`src/rtl/core/pcfi_pkg.sv`:
```
package pcfi_pkg;

   localparam int FIFO_DEPTH = 4096;
   localparam int PTR_W      = $clog2(FIFO_DEPTH);
   localparam int FILL_W     = $clog2(FIFO_DEPTH + 1);
   localparam int MAX_BLOCK  = 64;
   localparam int CNT_W      = 7;
   localparam int SAMPLE_W   = 16;
   localparam int NCH_W      = 4;
   localparam int RATE_W     = 18;
   localparam int MS_W       = 10;
   localparam int PROD_W     = RATE_W + MS_W;
   localparam int DEN_W      = 10;
   localparam int DIV_CNT_W  = $clog2(PROD_W + 1);
   localparam int MS_PER_S   = 1000;
   localparam int GAIN_W     = CNT_W + 1;
   localparam int SCALED_W   = SAMPLE_W + GAIN_W + 1;
   localparam int REQ_DATA_W = 24;
   localparam int RSP_USER_W = 2;

   // ceil(2^38 / 1000): floor(x * FADE_RECIP / 2^38) equals x / 1000 for any 28-bit x
   localparam int RECIP_W     = 29;
   localparam int RECIP_SHIFT = 38;
   localparam int FADE_W      = PROD_W + RECIP_W;
   localparam int FQ_W        = FADE_W - RECIP_SHIFT;
   localparam logic [RECIP_W-1:0] FADE_RECIP = 29'd274877907;

   localparam int CSR_ADDR_W = 2;
   localparam int CSR_DATA_W = RATE_W;
   localparam logic [CSR_ADDR_W-1:0] CFG_NUM_CHANNELS = 2'd0;
   localparam logic [CSR_ADDR_W-1:0] CFG_SAMPLE_RATE  = 2'd1;
   localparam logic [CSR_ADDR_W-1:0] CFG_FADE_MS      = 2'd2;
   localparam logic [CSR_ADDR_W-1:0] CFG_FADE_ENABLE  = 2'd3;

   localparam logic MODE_PUSH = 1'b0;

   localparam int DIV_SEL_W = 2;
   localparam logic [DIV_SEL_W-1:0] DIV_FRAMES = 2'd0;
   localparam logic [DIV_SEL_W-1:0] DIV_SCALE  = 2'd2;

   typedef struct packed {
      logic                 load;
      logic                 setup;
      logic                 div_start;
      logic [DIV_SEL_W-1:0] div_sel;
      logic                 take_frames;
      logic                 take_n;
      logic                 rd;
      logic                 take_data;
      logic                 mul;
      logic                 take_scale;
      logic                 emit;
   } dp_cmd_type;

   typedef struct packed {
      logic in_push;
      logic in_zero;
      logic fade;
      logic div_done;
      logic copy_now;
      logic fade_now;
      logic last_item;
      logic out_free;
   } dp_status_type;

   function automatic logic [PTR_W-1:0] ptr_inc(input logic [PTR_W-1:0] p);
      ptr_inc = (p == PTR_W'(FIFO_DEPTH - 1)) ? '0 : p + 1'b1;
   endfunction

endpackage

```
`src/rtl/core/pcfi_ctrl.sv`:
```
module pcfi_ctrl
   import pcfi_pkg::*;
(
   input  logic          clock,
   input  logic          reset,
   input  logic          req_tvalid,
   output logic          req_tready,
   input  dp_status_type st,
   output dp_cmd_type    cmd
);

   localparam logic [3:0] S_IDLE  = 4'd0;
   localparam logic [3:0] S_SETUP = 4'd1;
   localparam logic [3:0] S_DIV1  = 4'd2;
   localparam logic [3:0] S_DIV2  = 4'd3;
   localparam logic [3:0] S_READ  = 4'd4;
   localparam logic [3:0] S_DATA  = 4'd5;
   localparam logic [3:0] S_SMUL  = 4'd6;
   localparam logic [3:0] S_SDIVS = 4'd7;
   localparam logic [3:0] S_SDIV  = 4'd8;
   localparam logic [3:0] S_EMIT  = 4'd9;

   logic [3:0] state_ff, state_in;

   always_ff @(posedge clock) begin
      if (reset) begin
         state_ff <= S_IDLE;
      end else begin
         state_ff <= state_in;
      end
   end

   assign req_tready = state_ff == S_IDLE;

   always_comb begin
      cmd      = '0;
      cmd.div_sel = DIV_FRAMES;
      state_in = state_ff;
      unique case (state_ff)
         S_IDLE: begin
            if (req_tvalid) begin
               cmd.load = 1'b1;
               if (!st.in_push && !st.in_zero) begin
                  state_in = S_SETUP;
               end
            end
         end
         S_SETUP: begin
            cmd.setup = 1'b1;
            if (st.fade) begin
               cmd.div_start = 1'b1;
               state_in      = S_DIV1;
            end else begin
               state_in = S_READ;
            end
         end
         S_DIV1: begin
            if (st.div_done) begin
               cmd.take_frames = 1'b1;
               state_in        = S_DIV2;
            end
         end
         S_DIV2: begin
            cmd.take_n = 1'b1;
            state_in   = S_READ;
         end
         S_READ: begin
            if (st.copy_now) begin
               cmd.rd   = 1'b1;
               state_in = S_DATA;
            end else begin
               state_in = S_EMIT;
            end
         end
         S_DATA: begin
            cmd.take_data = 1'b1;
            state_in      = st.fade_now ? S_SMUL : S_EMIT;
         end
         S_SMUL: begin
            cmd.mul  = 1'b1;
            state_in = S_SDIVS;
         end
         S_SDIVS: begin
            cmd.div_start = 1'b1;
            cmd.div_sel   = DIV_SCALE;
            state_in      = S_SDIV;
         end
         S_SDIV: begin
            cmd.div_sel = DIV_SCALE;
            if (st.div_done) begin
               cmd.take_scale = 1'b1;
               state_in       = S_EMIT;
            end
         end
         S_EMIT: begin
            // hold until the result register frees up
            if (st.out_free) begin
               cmd.emit = 1'b1;
               state_in = st.last_item ? S_IDLE : S_READ;
            end
         end
         default: state_in = S_IDLE;
      endcase
   end

endmodule

```
`config.mk`:
```
export PLATFORM = sky130hd
export DESIGN_NAME = pcfi_ctrl
export DESIGN_NICKNAME = d
export VERILOG_FILES = /design/src/rtl/core/pcfi_pkg.sv /design/src/rtl/core/pcfi_ctrl.sv
export SDC_FILE = /design/constraint.sdc
export NUM_CORES = 1
export LEC_CHECK = 0
export BUFFER_PORTS_ARGS = -buffer_cell sky130_fd_sc_hd__buf_2
export CORE_AREA = 4 4 41 43
export DETAILED_ROUTE_END_ITERATION = 8
export DIE_AREA = 0 0 45 47
export GPL_TIMING_DRIVEN = 0
export PLACE_DENSITY = 0.72
export SETUP_SLACK_MARGIN = 0.5
export SYNTH_ARGS = -nofsm -noshare
export SYNTH_HDL_FRONTEND = slang
export SYNTH_SLANG_ARGS = --single-unit
```
`constraint.sdc`:
```
create_clock -name clock -period 1.3 [get_ports clock]
set_clock_uncertainty 0.15 [all_clocks]
set_input_delay 0.26 -clock clock [delete_from_list [all_inputs] [get_ports clock]]
set_output_delay 0.26 -clock clock [all_outputs]
set_load 0.05 [all_outputs]
```
# Yosys cells after proc, flatten, opt, wreduce, memory -nomap -nowiden
# Cells that the tools add are included.
# word_totals
ff_bits	4
output_inout_bits	13
word_cells	47
# classes
n_eq_ne	14
mux	26
reduce_logical	6
# op_table
operator	n
$pmux W4 S10	1
$mux W4	7
$eq A4 B3 Y1 const B	4
$mux W1	14
$eq A4 B2 Y1 const B	2
$eq A4 B4 Y1 const B	2
$ne A2 B2 Y1 const B	4
$mux W3	2
$reduce_and A5 Y1	1
$eq A4 B1 Y1 const B	1
$logic_not A4 Y1	1
$logic_not A1 Y1	2
$mux W2	1
$ne A2 B1 Y1 const B	1
$pmux W1 S2	1
$reduce_or A2 Y1	1
$logic_and A1 B1 Y1	1

# Longest topological paths before layout
# Gate-level depths: netlist of the first run.
# depth
word_depth	5
mapped_depth	5

# Least setup slack after synthesis of the first run
# Ideal clock, no wire load.
# synth_timing
path_kind	register to output
from	register state_ff[0]
to	output port cmd[11] (netlist bit)
t_arrival_ns	1.983
t_required_ns	0.890
slack_ns	-1.093
stages_incl_launch_ff	4
n_path_buf	1
path_cell_list	dfxtp_1 buf_2 nor4_2 and2_1
# synth_rtl
element	line	source
start: declaration	pcfi_ctrl.sv:23	logic [3:0] state_ff, state_in;
start signal: assignment	pcfi_ctrl.sv:29	state_ff <= state_in;
end: declaration	pcfi_ctrl.sv:9	output dp_cmd_type cmd

==> results_tabular.tex, run 1 <==
\begin{tabular}{lr}
\hline
Metric & Value \\
\hline
\multicolumn{2}{l}{\textbf{Routing}} \\
Remaining number of nets flagged by the antenna check after routing & 0 \\
Number of optimization iterations in the first detailed-route pass & 4 \\
Initial detailed-routing violation count & 9 \\
Final Routed Wirelength & 2030 microns \\
Total number of vias & 671 \\
Final routed wire length divided by cell count & 17.5 microns \\
Routed vias/inst & 5.78 \\
Count of unresolved DRC violations after routing & 0 \\
\multicolumn{2}{l}{\textbf{STA}} \\
Setup-violating endpoint count in the final report & 15 \\
Count of final max-slew check failures & 0 \\
Count of final hold-check violations & 0 \\
Final critical-path share of the clock period & 132\% \\
Minimum hold slack & 0.0905 ns \\
Peak Freq & 581 MHz \\
Minimum period implied by the final worst setup slack & 1.72 ns \\
Least setup slack across all paths after layout & -0.422 ns \\
Setup repair after global routing missed its margin & true \\
Final TNS setup & -4.93 ns \\
\multicolumn{2}{l}{\textbf{Synthesis}} \\
Synth Instances & 62 \\
Yosys top cell area share & 16.7\% \\
Synth Register Bits & 4 \\
Mapped cell area & 480 sq um \\
Synthesis warning total & 0 \\
Top cells by area in the synthesized netlist & sky130\_fd\_sc\_hd\_\_dfxtp\_1, sky130\_fd\_sc\_hd\_\_a21oi\_1, sky130\_fd\_sc\_hd\_\_nor3b\_2 \\
Cell type with the highest aggregate area in the netlist & sky130\_fd\_sc\_hd\_\_dfxtp\_1 \\
Distinct cells, synth & 35 \\
Mean instance size in the synthesized netlist & 7.75 sq um \\
Synthesized netlist net count & 73 \\
Sequential area share after synthesis & 16.7\% \\
\multicolumn{2}{l}{\textbf{Final layout}} \\
\# nets final & 113 \\
Final antenna diode count & 0 \\
Synthesis-to-finish area growth & 128\% \\
Max FFs per register & 4 \\
Reg with most FFs & state\_ff \\
Proportion of layout cells with a drive suffix above 1 & 77.2\% \\
Fin area & 1090 sq um \\
Biggest registers after layout & state\_ff: 4 flops \\
Filler cell count in the final layout & 76 \\
\multicolumn{2}{l}{\textbf{Worst setup path}} \\
Crit path required time & 0.89 ns \\
Worst flop-to-flop path startpoint & state\_ff[2]\$\_SDFFE\_PP0P\_ \\
Worst setup path start & state\_ff[1]\$\_SDFFE\_PP0P\_ \\
WP data arrival & 1.31 ns \\
Critical path class & reg -> out \\
CP Capture Type & output pin \\
Kind of launch point of the worst setup path & flop \\
Worst Path Max Fanout & 10 \\
\multicolumn{2}{l}{\textbf{Clock network}} \\
Total clock buffers created by CTS & 3 \\
Clock tree from TritonCTS & built \\
Maximum level of the CTS H-tree & 1 \\
CTS clock-pin slew for the worst setup and hold paths & 0.04 ns \\
Clk\_lat worst skew & 0.24 ns \\
Maximum count of clock buffers along a single path & 2 \\
\# clock sinks & 4 \\
Root Buffer Master & sky130\_fd\_sc\_hd\_\_clkbuf\_4 \\
\multicolumn{2}{l}{\textbf{Global route}} \\
M1 GR Usage & 24.8\% \\
Routing usage on met3 & 5.75\% \\
Global-route wire length before repair & 3100 microns \\
Remaining Overflow, GRT & 0 \\
Number of global-route vias before repair & 672 \\
Largest net degree at the start of global routing & 11 \\
Global route hottest layer & met2 \\
Global-route usage over all layers & 19.7\% \\
Antenna violations before repair & 0 \\
GR met2 Demand/Resource & 34.2\% \\
\multicolumn{2}{l}{\textbf{Floorplan}} \\
Horizontal extent of the die & 45 microns \\
Core Rows & 13 \\
Die span in y & 47 microns \\
Top Ports & 24 \\
Die area & 2120 sq um \\
Area of the core & 1300 sq um \\
Initial Utilization & 36.9\% \\
\multicolumn{2}{l}{\textbf{Worst hold path}} \\
Hold WC Path Type & in -> reg \\
Launch point of the worst hold path & reset \\
\multicolumn{2}{l}{\textbf{Flow run}} \\
Reported max-cap violation count & 0 \\
\multicolumn{2}{l}{\textbf{Power}} \\
Worst ir drop on vdd & 706 uV \\
P per Cell Area & 816 nW/um\^{}2 \\
Static leakage & 0.428 nW \\
\multicolumn{2}{l}{\textbf{Status}} \\
Failing checks & setup timing \\
Run status & finished with violations \\
\multicolumn{2}{l}{\textbf{Place}} \\
Post-DP HPWL & 1140 microns \\
Placement Cell Area & 756 sq um \\
Global placement routability congestion & 0.804 \\
Count of input and output buffers & 22 \\
\hline
\end{tabular}
==> cell type report <==
type | count | area [sq um] | area share (%)
flip-flops and latches | 4 | 92.6 | 8.47
repair buffers | 35 | 313 | 28.6
inverters | 2 | 15.0 | 1.37
multi-input cells | 50 | 526 | 48.1
plain buffers | 6 | 103 | 9.38
clock buffers | 4 | 26.3 | 2.40
well taps | 15 | 18.8 | 1.72
==> layout by cell type (no fill, tap or decap), types with 2 or more instances in the layout <==
| cell type | Yosys | routed |
|---|---|---|
| sky130_fd_sc_hd__buf_6 | 1 | 10 |
| sky130_fd_sc_hd__and3_4 | 0 | 2 |
| sky130_fd_sc_hd__buf_8 | 0 | 6 |
| sky130_fd_sc_hd__a21oi_1 | 5 | 3 |
| sky130_fd_sc_hd__o21ai_0 | 2 | 2 |
| sky130_fd_sc_hd__buf_2 | 3 | 10 |
| sky130_fd_sc_hd__dfxtp_4 | 0 | 3 |
| sky130_fd_sc_hd__nand2_2 | 0 | 2 |
| sky130_fd_sc_hd__nor3_4 | 0 | 3 |
| sky130_fd_sc_hd__nor3b_4 | 0 | 3 |
| sky130_fd_sc_hd__nand2_1 | 4 | 2 |
| sky130_fd_sc_hd__clkbuf_4 | 0 | 3 |
| sky130_fd_sc_hd__buf_4 | 2 | 11 |
| sky130_fd_sc_hd__buf_12 | 0 | 4 |
| sky130_fd_sc_hd__nor3_2 | 2 | 2 |
==> kinds of logic after synthesis <==
kind of cell | share of synthesized area, %
AOI/OAI and AO/OA | 20.3
xor gates and xnor gates | 1.82
buffers and inverters | 10.2
other | 0.781
muxes | 4.69
and+or+nand+nor | 45.6
DFF | 16.7
==> synth_stat cells (all sizes together) <==
master,count
a21oi,5
a22oi,1
a31oi,1
a32oi,1
and2,1
and3,2
and4,1
and4bb,1
buf,6
conb,1
dfxtp,4
inv,2
mux2,2
nand2,4
nand2b,1
nand3,3
nand3b,1
nand4,1
nor2,2
nor2b,2
nor3,6
nor3b,4
nor4,1
o211a,1
o21ai,2
o21bai,1
o22ai,1
o41ai,1
or3,1
or3b,1
xor2,1
==> through the flow <==
| stage | worst slack (ns) | utilization, % | instances | power [mW] |
|---|---|---|---|---|
| after floorplan | -0.608 | - | 62 | 0.457 |
| after global placement | -0.445 | 58.1 | 99 | 0.528 |
| after detailed placement | -0.459 | 58.1 | 99 | 0.533 |
| after CTS | -0.422 | 77.0 | 111 | 0.824 |
| after global routing | -0.467 | 84.0 | 116 | 0.939 |
| final | -0.422 | 84.0 | 116 | 0.892 |
==> report_power, final <==
group / internal (mW) / switching [mW]
Combinational: 0.263 / 0.305
Sequential: 0.131 / 0.0143
Clock: 0.116 / 0.0627
Total: 0.510 / 0.382
==> path summary, 6_finish.rpt <==
kind / to / slack, ns / depth (start not counted)
worst max-delay path: cmd[0] / -0.42 / 4
worst min-delay path: state_ff[1]$_SDFFE_PP0P_ / 0.09 / 2
worst max register to register: state_ff[3]$_SDFFE_PP0P_ / -0.21 / 5
worst min register to register: state_ff[1]$_SDFFE_PP0P_ / 0.60 / 3
==> critical path, cell delays in order (launching register included) <==
cell	delay, ns
sky130_fd_sc_hd__dfxtp_4	0.36
sky130_fd_sc_hd__buf_12	0.15
sky130_fd_sc_hd__nor3b_4	0.21
sky130_fd_sc_hd__and3_4	0.21
sky130_fd_sc_hd__buf_8	0.14
==> metal layers <==
layer  part of all wire (%)  wire, microns  vias to the layer above
met2                     54           1100                       30
met3                    6.1            124                        2
met5                      0              0                        -
met4                   0.69             14                        0
met1                     39            787                      331
li1                       -              -                      308
==> repair_timing <==
action / CTS / global route
setup endpoints to repair: 16 / 16
gates resized for setup: 47 / 11
gates cloned: 0 / 0
pin swaps: 12 / 13
buffers inserted: 8 / 5
hold buffers: 0 / 0
Power figures use the tool's default switching activity.
==> inputs of run 2 (changes only) <==
==> constraint.sdc (replaced) <==
create_clock -name clock -period 1.3 [get_ports clock]
set_clock_uncertainty 0.15 [all_clocks]
set_input_delay 0.065 -clock clock [delete_from_list [all_inputs] [get_ports clock]]
set_output_delay 0.065 -clock clock [all_outputs]
set_load 0.05 [all_outputs]
==> run 2 against run 1 <==
Against the previous run: the flow finishes with violations (hold timing, setup timing); non-clock buffer count decreased by 2; hold slack got worse by 0.20 ns; count of clock-buffer cells in the layout unchanged; power shrank 4.4%; critical path depth did not move; largest power group unchanged.
==> results_tabular.tex, run 2 (same netlist as run 1, synthesis figures left out) <==
\begin{tabular}{lr}
\hline
Metric & Value \\
\hline
\multicolumn{2}{l}{\textbf{Global route}} \\
Global-route usage over all layers & 19.5\% \\
Largest net degree at the start of global routing & 11 \\
Remaining Overflow, GRT & 0 \\
Global-route wire length before repair & 3080 microns \\
Antenna violations before repair & 0 \\
Number of global-route vias before repair & 667 \\
\multicolumn{2}{l}{\textbf{STA}} \\
Count of final hold-check violations & 4 \\
Peak Freq & 650 MHz \\
Minimum period implied by the final worst setup slack & 1.54 ns \\
Minimum hold slack & -0.111 ns \\
Setup-violating endpoint count in the final report & 16 \\
Setup repair after global routing missed its margin & true \\
Count of final max-slew check failures & 0 \\
Least setup slack across all paths after layout & -0.238 ns \\
Final critical-path share of the clock period & 118\% \\
\multicolumn{2}{l}{\textbf{Worst setup path}} \\
Crit-path max cell delay & 0.36 ns \\
CP Capture Type & output pin \\
Kind of launch point of the worst setup path & flop \\
WP data arrival & 1.32 ns \\
Worst Path Max Fanout & 8 \\
Critical path class & reg -> out \\
Family of cells with the greatest summed delay on the critical path & simple AND/OR/NAND/NOR gates \\
Crit-path cells & buf\_12 -> nor3b\_4 -> and3\_4 -> buf\_8 \\
Worst path slowest cell & sky130\_fd\_sc\_hd\_\_dfxtp\_4 \\
Worst path bufs/invs & 2 \\
Crit path required time & 1.09 ns \\
\multicolumn{2}{l}{\textbf{Routing}} \\
Routed vias/inst & 5.75 \\
Final Routed Wirelength & 1890 microns \\
Total number of vias & 656 \\
Number of optimization iterations in the first detailed-route pass & 4 \\
Remaining number of nets flagged by the antenna check after routing & 0 \\
Count of unresolved DRC violations after routing & 0 \\
Final routed wire length divided by cell count & 16.6 microns \\
Initial detailed-routing violation count & 17 \\
\multicolumn{2}{l}{\textbf{Floorplan}} \\
Core Rows & 13 \\
Area of the core & 1300 sq um \\
Initial Utilization & 36.9\% \\
Horizontal extent of the die & 45 microns \\
Die span in y & 47 microns \\
Top Ports & 24 \\
Die area & 2120 sq um \\
\multicolumn{2}{l}{\textbf{Power}} \\
Final Total Pwr & 0.853 mW \\
Static leakage & 0.404 nW \\
Worst ir drop on vdd & 590 uV \\
P per Cell Area & 832 nW/um\^{}2 \\
\multicolumn{2}{l}{\textbf{Flow run}} \\
Reported max-cap violation count & 0 \\
\multicolumn{2}{l}{\textbf{Final layout}} \\
Proportion of layout cells with a drive suffix above 1 & 73.7\% \\
Core Util, Final & 78.8\% \\
Filler cell count in the final layout & 85 \\
Biggest registers after layout & state\_ff: 4 flops \\
Leading cell type in the layout, fill and taps excluded & sky130\_fd\_sc\_hd\_\_buf\_2 \\
Final antenna diode count & 0 \\
\# nets final & 111 \\
Synthesis-to-finish area growth & 113\% \\
Finished Layout Cells & 114 \\
Reg with most FFs & state\_ff \\
Max FFs per register & 4 \\
Highest-count cells in the layout ignoring fill and taps & sky130\_fd\_sc\_hd\_\_buf\_2, sky130\_fd\_sc\_hd\_\_buf\_6, sky130\_fd\_sc\_hd\_\_buf\_4 \\
\multicolumn{2}{l}{\textbf{Clock network}} \\
CTS clock-pin slew for the worst setup and hold paths & 0.05 ns \\
Root Buffer Master & sky130\_fd\_sc\_hd\_\_clkbuf\_4 \\
Maximum count of clock buffers along a single path & 2 \\
Total clock buffers created by CTS & 3 \\
Clk\_lat worst skew & 0.24 ns \\
\# clock sinks & 4 \\
Clock tree from TritonCTS & built \\
Maximum level of the CTS H-tree & 1 \\
\multicolumn{2}{l}{\textbf{Place}} \\
Count of input and output buffers & 22 \\
Cells after DPL & 99 \\
Pre-CTS setup slack & -0.208 ns \\
Global placement routability congestion & 0.848 \\
Post-DP HPWL & 1070 microns \\
\multicolumn{2}{l}{\textbf{Status}} \\
Failing checks & hold timing, setup timing \\
Run status & finished with violations \\
\multicolumn{2}{l}{\textbf{Worst hold path}} \\
Hold WC Path Type & in -> reg \\
\hline
\end{tabular}
## run 2: cell count changes in the layout (fill, tap and decap cells not counted), sizes merged
| cell | before | now |
|---|---|---|
| clkinv | 0 | 1 |
| inv | 2 | 1 |
| buf | 41 | 39 |
## run 2: report_power, final
part / leakage (nW) / internal, mW / switching (mW)
Sequential: 0.0352 / 0.131 / 0.0140
Clock: 0.0150 / 0.116 / 0.0596
Combinational: 0.354 / 0.238 / 0.294
## run 2: layout make-up
class / count / area [sq um] / area share [%]
Multi-Input combinational cell: 50 / 492 / 48.0
Timing Repair Buffer: 33 / 292 / 28.4
Sequential cell: 4 / 92.6 / 9.04
Buffer: 6 / 83.8 / 8.18
Clock buffer: 4 / 26.3 / 2.56
Inverter: 2 / 20.0 / 1.95
Tap cell: 15 / 18.8 / 1.83
## run 2: per-stage QoR
stage | instance area (sq um) | TNS (ns)
after floorplan | 577 | -2.63
after global placement | 706 | -1.64
after detailed placement | 706 | -1.79
after CTS | 962 | -2.15
after global routing | 1020 | -3.21
final | 1020 | -2.42
## run 2: final timing paths
check             cells after the start                      from  slack [ns]                        to
setup / recovery                      4  state_ff[1]$_SDFFE_PP0P_       -0.24                    cmd[0]
setup reg to reg                      6  state_ff[2]$_SDFFE_PP0P_       -0.15  state_ff[2]$_SDFFE_PP0P_
hold reg to reg                       4  state_ff[2]$_SDFFE_PP0P_        0.63  state_ff[0]$_SDFFE_PP0P_
hold / removal                        2                     reset       -0.11  state_ff[1]$_SDFFE_PP0P_
## run 2: timing repair
item,in CTS,in global routing
pin swaps,10,5
buffers inserted,8,2
gates resized for setup,49,10
setup endpoints to repair,16,16
hold endpoints to repair,4,4
gates cloned,1,0
## run 2: routing by layer
| metal | routed length, microns | GRT usage (%) | vias to the layer above |
|---|---|---|---|
| met5 | 0 | 0 | - |
| met4 | 14 | 5.85 | 0 |
| met3 | 108 | 4.21 | 4 |
| met2 | 973 | 32.2 | 31 |
| met1 | 794 | 25.5 | 315 |
| li1 | - | - | 306 |
## run 2: worst reg2reg max path, cell delays in order (launching register included)
cell	delay, ns
sky130_fd_sc_hd__dfxtp_4	0.36
sky130_fd_sc_hd__buf_8	0.14
sky130_fd_sc_hd__buf_4	0.14
sky130_fd_sc_hd__xor2_1	0.17
sky130_fd_sc_hd__a21oi_1	0.09
sky130_fd_sc_hd__o211a_1	0.23
sky130_fd_sc_hd__nor3_2	0.10
==> inputs of run 3 (changes only) <==
Settings changed: CELL_PAD_IN_SITES_DETAIL_PLACEMENT set to 1, CELL_PAD_IN_SITES_GLOBAL_PLACEMENT set to 1, CORE_AREA 4 4 41 43 to not set, CORE_MARGIN set to 4, CORE_UTILIZATION set to 29, DIE_AREA 0 0 45 47 to not set, GPL_TIMING_DRIVEN 0 to not set, PLACE_DENSITY 0.72 to 0.78.
Clock period 1.3 ns to 1.6 ns, I/O delays scaled along.
==> run 3 against run 2 <==
Against the previous run: the run now ends clean; hold slack better by 0.18 ns; final cell count up 4.4%; power down 18%; utilization down 9.7 points; combinational power down 18%; register-to-register slack better by 0.18 ns.
==> results_tabular.tex, run 3 (same netlist as run 1, synthesis figures left out) <==
\begin{tabular}{lr}
\hline
Metric & Value \\
\hline
\multicolumn{2}{l}{\textbf{Status}} \\
Run status & completed \\
\multicolumn{2}{l}{\textbf{Worst hold path}} \\
Launch point of the worst hold path & st[0] \\
Hold WC Path Type & in -> reg \\
Worst hold path cell count & 4 \\
End of the worst hold path & state\_ff[0]\$\_SDFFE\_PP0P\_ \\
\multicolumn{2}{l}{\textbf{Global route}} \\
Antenna violations before repair & 0 \\
Global-route usage over all layers & 19.1\% \\
Largest net degree at the start of global routing & 12 \\
Number of global-route vias before repair & 704 \\
Global-route wire length before repair & 3620 microns \\
Remaining Overflow, GRT & 0 \\
\multicolumn{2}{l}{\textbf{Routing}} \\
Final Routed Wirelength & 2620 microns \\
Initial detailed-routing violation count & 22 \\
Number of optimization iterations in the first detailed-route pass & 4 \\
Final routed wire length divided by cell count & 22.0 microns \\
Count of unresolved DRC violations after routing & 0 \\
Remaining number of nets flagged by the antenna check after routing & 0 \\
Routed vias/inst & 5.89 \\
Total number of vias & 701 \\
\multicolumn{2}{l}{\textbf{Place}} \\
Post-DP HPWL & 1150 microns \\
Placement Cell Area & 732 sq um \\
Pre-CTS setup slack & 0.0306 ns \\
Global placement routability congestion & 0.777 \\
Count of input and output buffers & 22 \\
\multicolumn{2}{l}{\textbf{Clock network}} \\
Root Buffer Master & sky130\_fd\_sc\_hd\_\_clkbuf\_4 \\
Maximum count of clock buffers along a single path & 2 \\
CTS clock-pin slew for the worst setup and hold paths & 0.05 ns \\
Clk\_lat worst skew & 0.24 ns \\
Maximum level of the CTS H-tree & 1 \\
\# clock sinks & 4 \\
Total clock buffers created by CTS & 3 \\
Clock tree from TritonCTS & built \\
\multicolumn{2}{l}{\textbf{Worst setup path}} \\
Critical path class & reg -> reg \\
Crit path required time & 1.60 ns \\
Kind of launch point of the worst setup path & flop \\
CP Capture Type & flop \\
Family of cells with the greatest summed delay on the critical path & simple AND/OR/NAND/NOR gates \\
Crit-path cells & buf\_4 -> nor3b\_2 -> a21oi\_1 -> or3\_1 -> a31oi\_2 \\
Critical register-to-register path endpoint & state\_ff[3]\$\_SDFFE\_PP0P\_ \\
Worst flop-to-flop path startpoint & state\_ff[3]\$\_SDFFE\_PP0P\_ \\
Worst Path Max Fanout & 9 \\
Worst path slowest cell & sky130\_fd\_sc\_hd\_\_dfxtp\_4 \\
Crit-path max cell delay & 0.39 ns \\
WP data arrival & 1.56 ns \\
Number of cell instances on the worst register-to-register path & 5 \\
Worst-case register-to-register setup slack & 0.03 ns \\
Worst path bufs/invs & 1 \\
\multicolumn{2}{l}{\textbf{Final layout}} \\
Fin area & 1060 sq um \\
Final antenna diode count & 0 \\
Max FFs per register & 4 \\
\# nets final & 116 \\
Reg with most FFs & state\_ff \\
Highest-count cells in the layout ignoring fill and taps & sky130\_fd\_sc\_hd\_\_buf\_4, sky130\_fd\_sc\_hd\_\_buf\_2, sky130\_fd\_sc\_hd\_\_buf\_6 \\
Biggest registers after layout & state\_ff: 4 flops \\
Leading cell type in the layout, fill and taps excluded & sky130\_fd\_sc\_hd\_\_buf\_4 \\
Proportion of layout cells with a drive suffix above 1 & 77.7\% \\
Synthesis-to-finish area growth & 122\% \\
\multicolumn{2}{l}{\textbf{Floorplan}} \\
Die area & 2370 sq um \\
Area of the core & 1540 sq um \\
Top Ports & 24 \\
Initial Utilization & 31.2\% \\
Horizontal extent of the die & 48.7 microns \\
Die span in y & 48.7 microns \\
Core Rows & 14 \\
\multicolumn{2}{l}{\textbf{STA}} \\
Peak Freq & 638 MHz \\
Setup repair after global routing missed its margin & true \\
Final critical-path share of the clock period & 97.9\% \\
Minimum period implied by the final worst setup slack & 1.57 ns \\
Setup-violating endpoint count in the final report & 0 \\
Count of final max-slew check failures & 0 \\
Count of final hold-check violations & 0 \\
Least setup slack across all paths after layout & 0.0330 ns \\
Minimum hold slack & 0.0651 ns \\
\multicolumn{2}{l}{\textbf{Power}} \\
NetSw & 0.314 mW \\
Worst ir drop on vdd & 324 uV \\
Combinational group share of total power & 62.0\% \\
Static leakage & 0.453 nW \\
Int Power & 0.384 mW \\
Register share of total power & 18.6\% \\
Final Total Pwr & 0.699 mW \\
P per Cell Area & 656 nW/um\^{}2 \\
Switching portion of total power & 45.0\% \\
Share of power burned in the clock network & 19.4\% \\
\multicolumn{2}{l}{\textbf{Flow run}} \\
Reported max-cap violation count & 0 \\
\hline
\end{tabular}
## run 3: cell types whose count changed in the layout (fill, tap and decap cells not counted), moves of 2 or more
cell / before / now
sky130_fd_sc_hd__buf_8: 8 / 5
sky130_fd_sc_hd__mux2_2: 2 / 0
sky130_fd_sc_hd__nor3b_2: 1 / 3
sky130_fd_sc_hd__mux2_4: 0 / 2
sky130_fd_sc_hd__buf_4: 9 / 17
## run 3: worst min-delay path: cells and delay by family
family / cells / cell delay (ns)
AOI/OAI and AO/OA: 1 / 0.08
buffers and inverters: 1 / 0.09
and+or+nand+nor: 2 / 0.16
## run 3: metal layers
metal	GRT usage [%]	routed length, microns
met1	24.9	1120
met2	33.5	1370
met3	1.84	72
met4	4.04	48
met5	0	0
## run 3: worst max-delay path by stage
| stage | start | endpoint | slack (ns) | depth (start not counted) |
|---|---|---|---|---|
| after global routing | state_ff[3]$_SDFFE_PP0P_ | cmd[11] | -0.03 | 3 |
| after global placement | state_ff[1]$_SDFFE_PP0P_ | state_ff[2]$_SDFFE_PP0P_ | 0.05 | 5 |
| after CTS | state_ff[1]$_SDFFE_PP0P_ | cmd[1] | 0.1 | 5 |
| after detailed placement | state_ff[0]$_SDFFE_PP0P_ | cmd[8] | 0.03 | 3 |
| after floorplan | state_ff[0]$_SDFFE_PP0P_ | state_ff[2]$_SDFFE_PP0P_ | -0.16 | 5 |
| final | state_ff[3]$_SDFFE_PP0P_ | state_ff[3]$_SDFFE_PP0P_ | 0.03 | 5 |
## run 3: metrics by stage
step | instances | util, % | setup TNS [ns]
final | 119 | 69.1 | 0
after CTS | 115 | 63.1 | 0
after global routing | 119 | 69.1 | -0.0525
after floorplan | 62 | - | -0.467
after global placement | 101 | 47.5 | 0
after detailed placement | 101 | 47.5 | 0
## run 3: area by class of cell
class / count / area (sq um)
fillers: 163 / 477
well taps: 16 / 20.0
inverters: 2 / 27.5
flip-flops and latches: 4 / 95.1
repair buffers: 44 / 395
multi-input cells: 50 / 504
clock buffers: 3 / 22.5
## run 3: power by group through the flow
stage | Sequential, mW | Combinational (mW) | Clock [mW]
2_1_floorplan | 0.117 | 0.245 | 0
3_3_place_gp | 0.133 | 0.290 | 0
3_5_place_dp | 0.134 | 0.293 | 0
4_1_cts | 0.130 | 0.366 | 0.130
5_1_grt | 0.132 | 0.456 | 0.143
6_report | 0.130 | 0.434 | 0.136
## run 3: timing repair
| action | 4_1_cts | 5_1_grt |
|---|---|---|
| endpoints found under the hold margin | 4 | 0 |
| setup buffers | 10 | 4 |
| setup endpoints to repair | 16 | 16 |
| hold buffers | 1 | 0 |
| resized for setup | 45 | 14 |
| pin swaps | 8 | 5 |
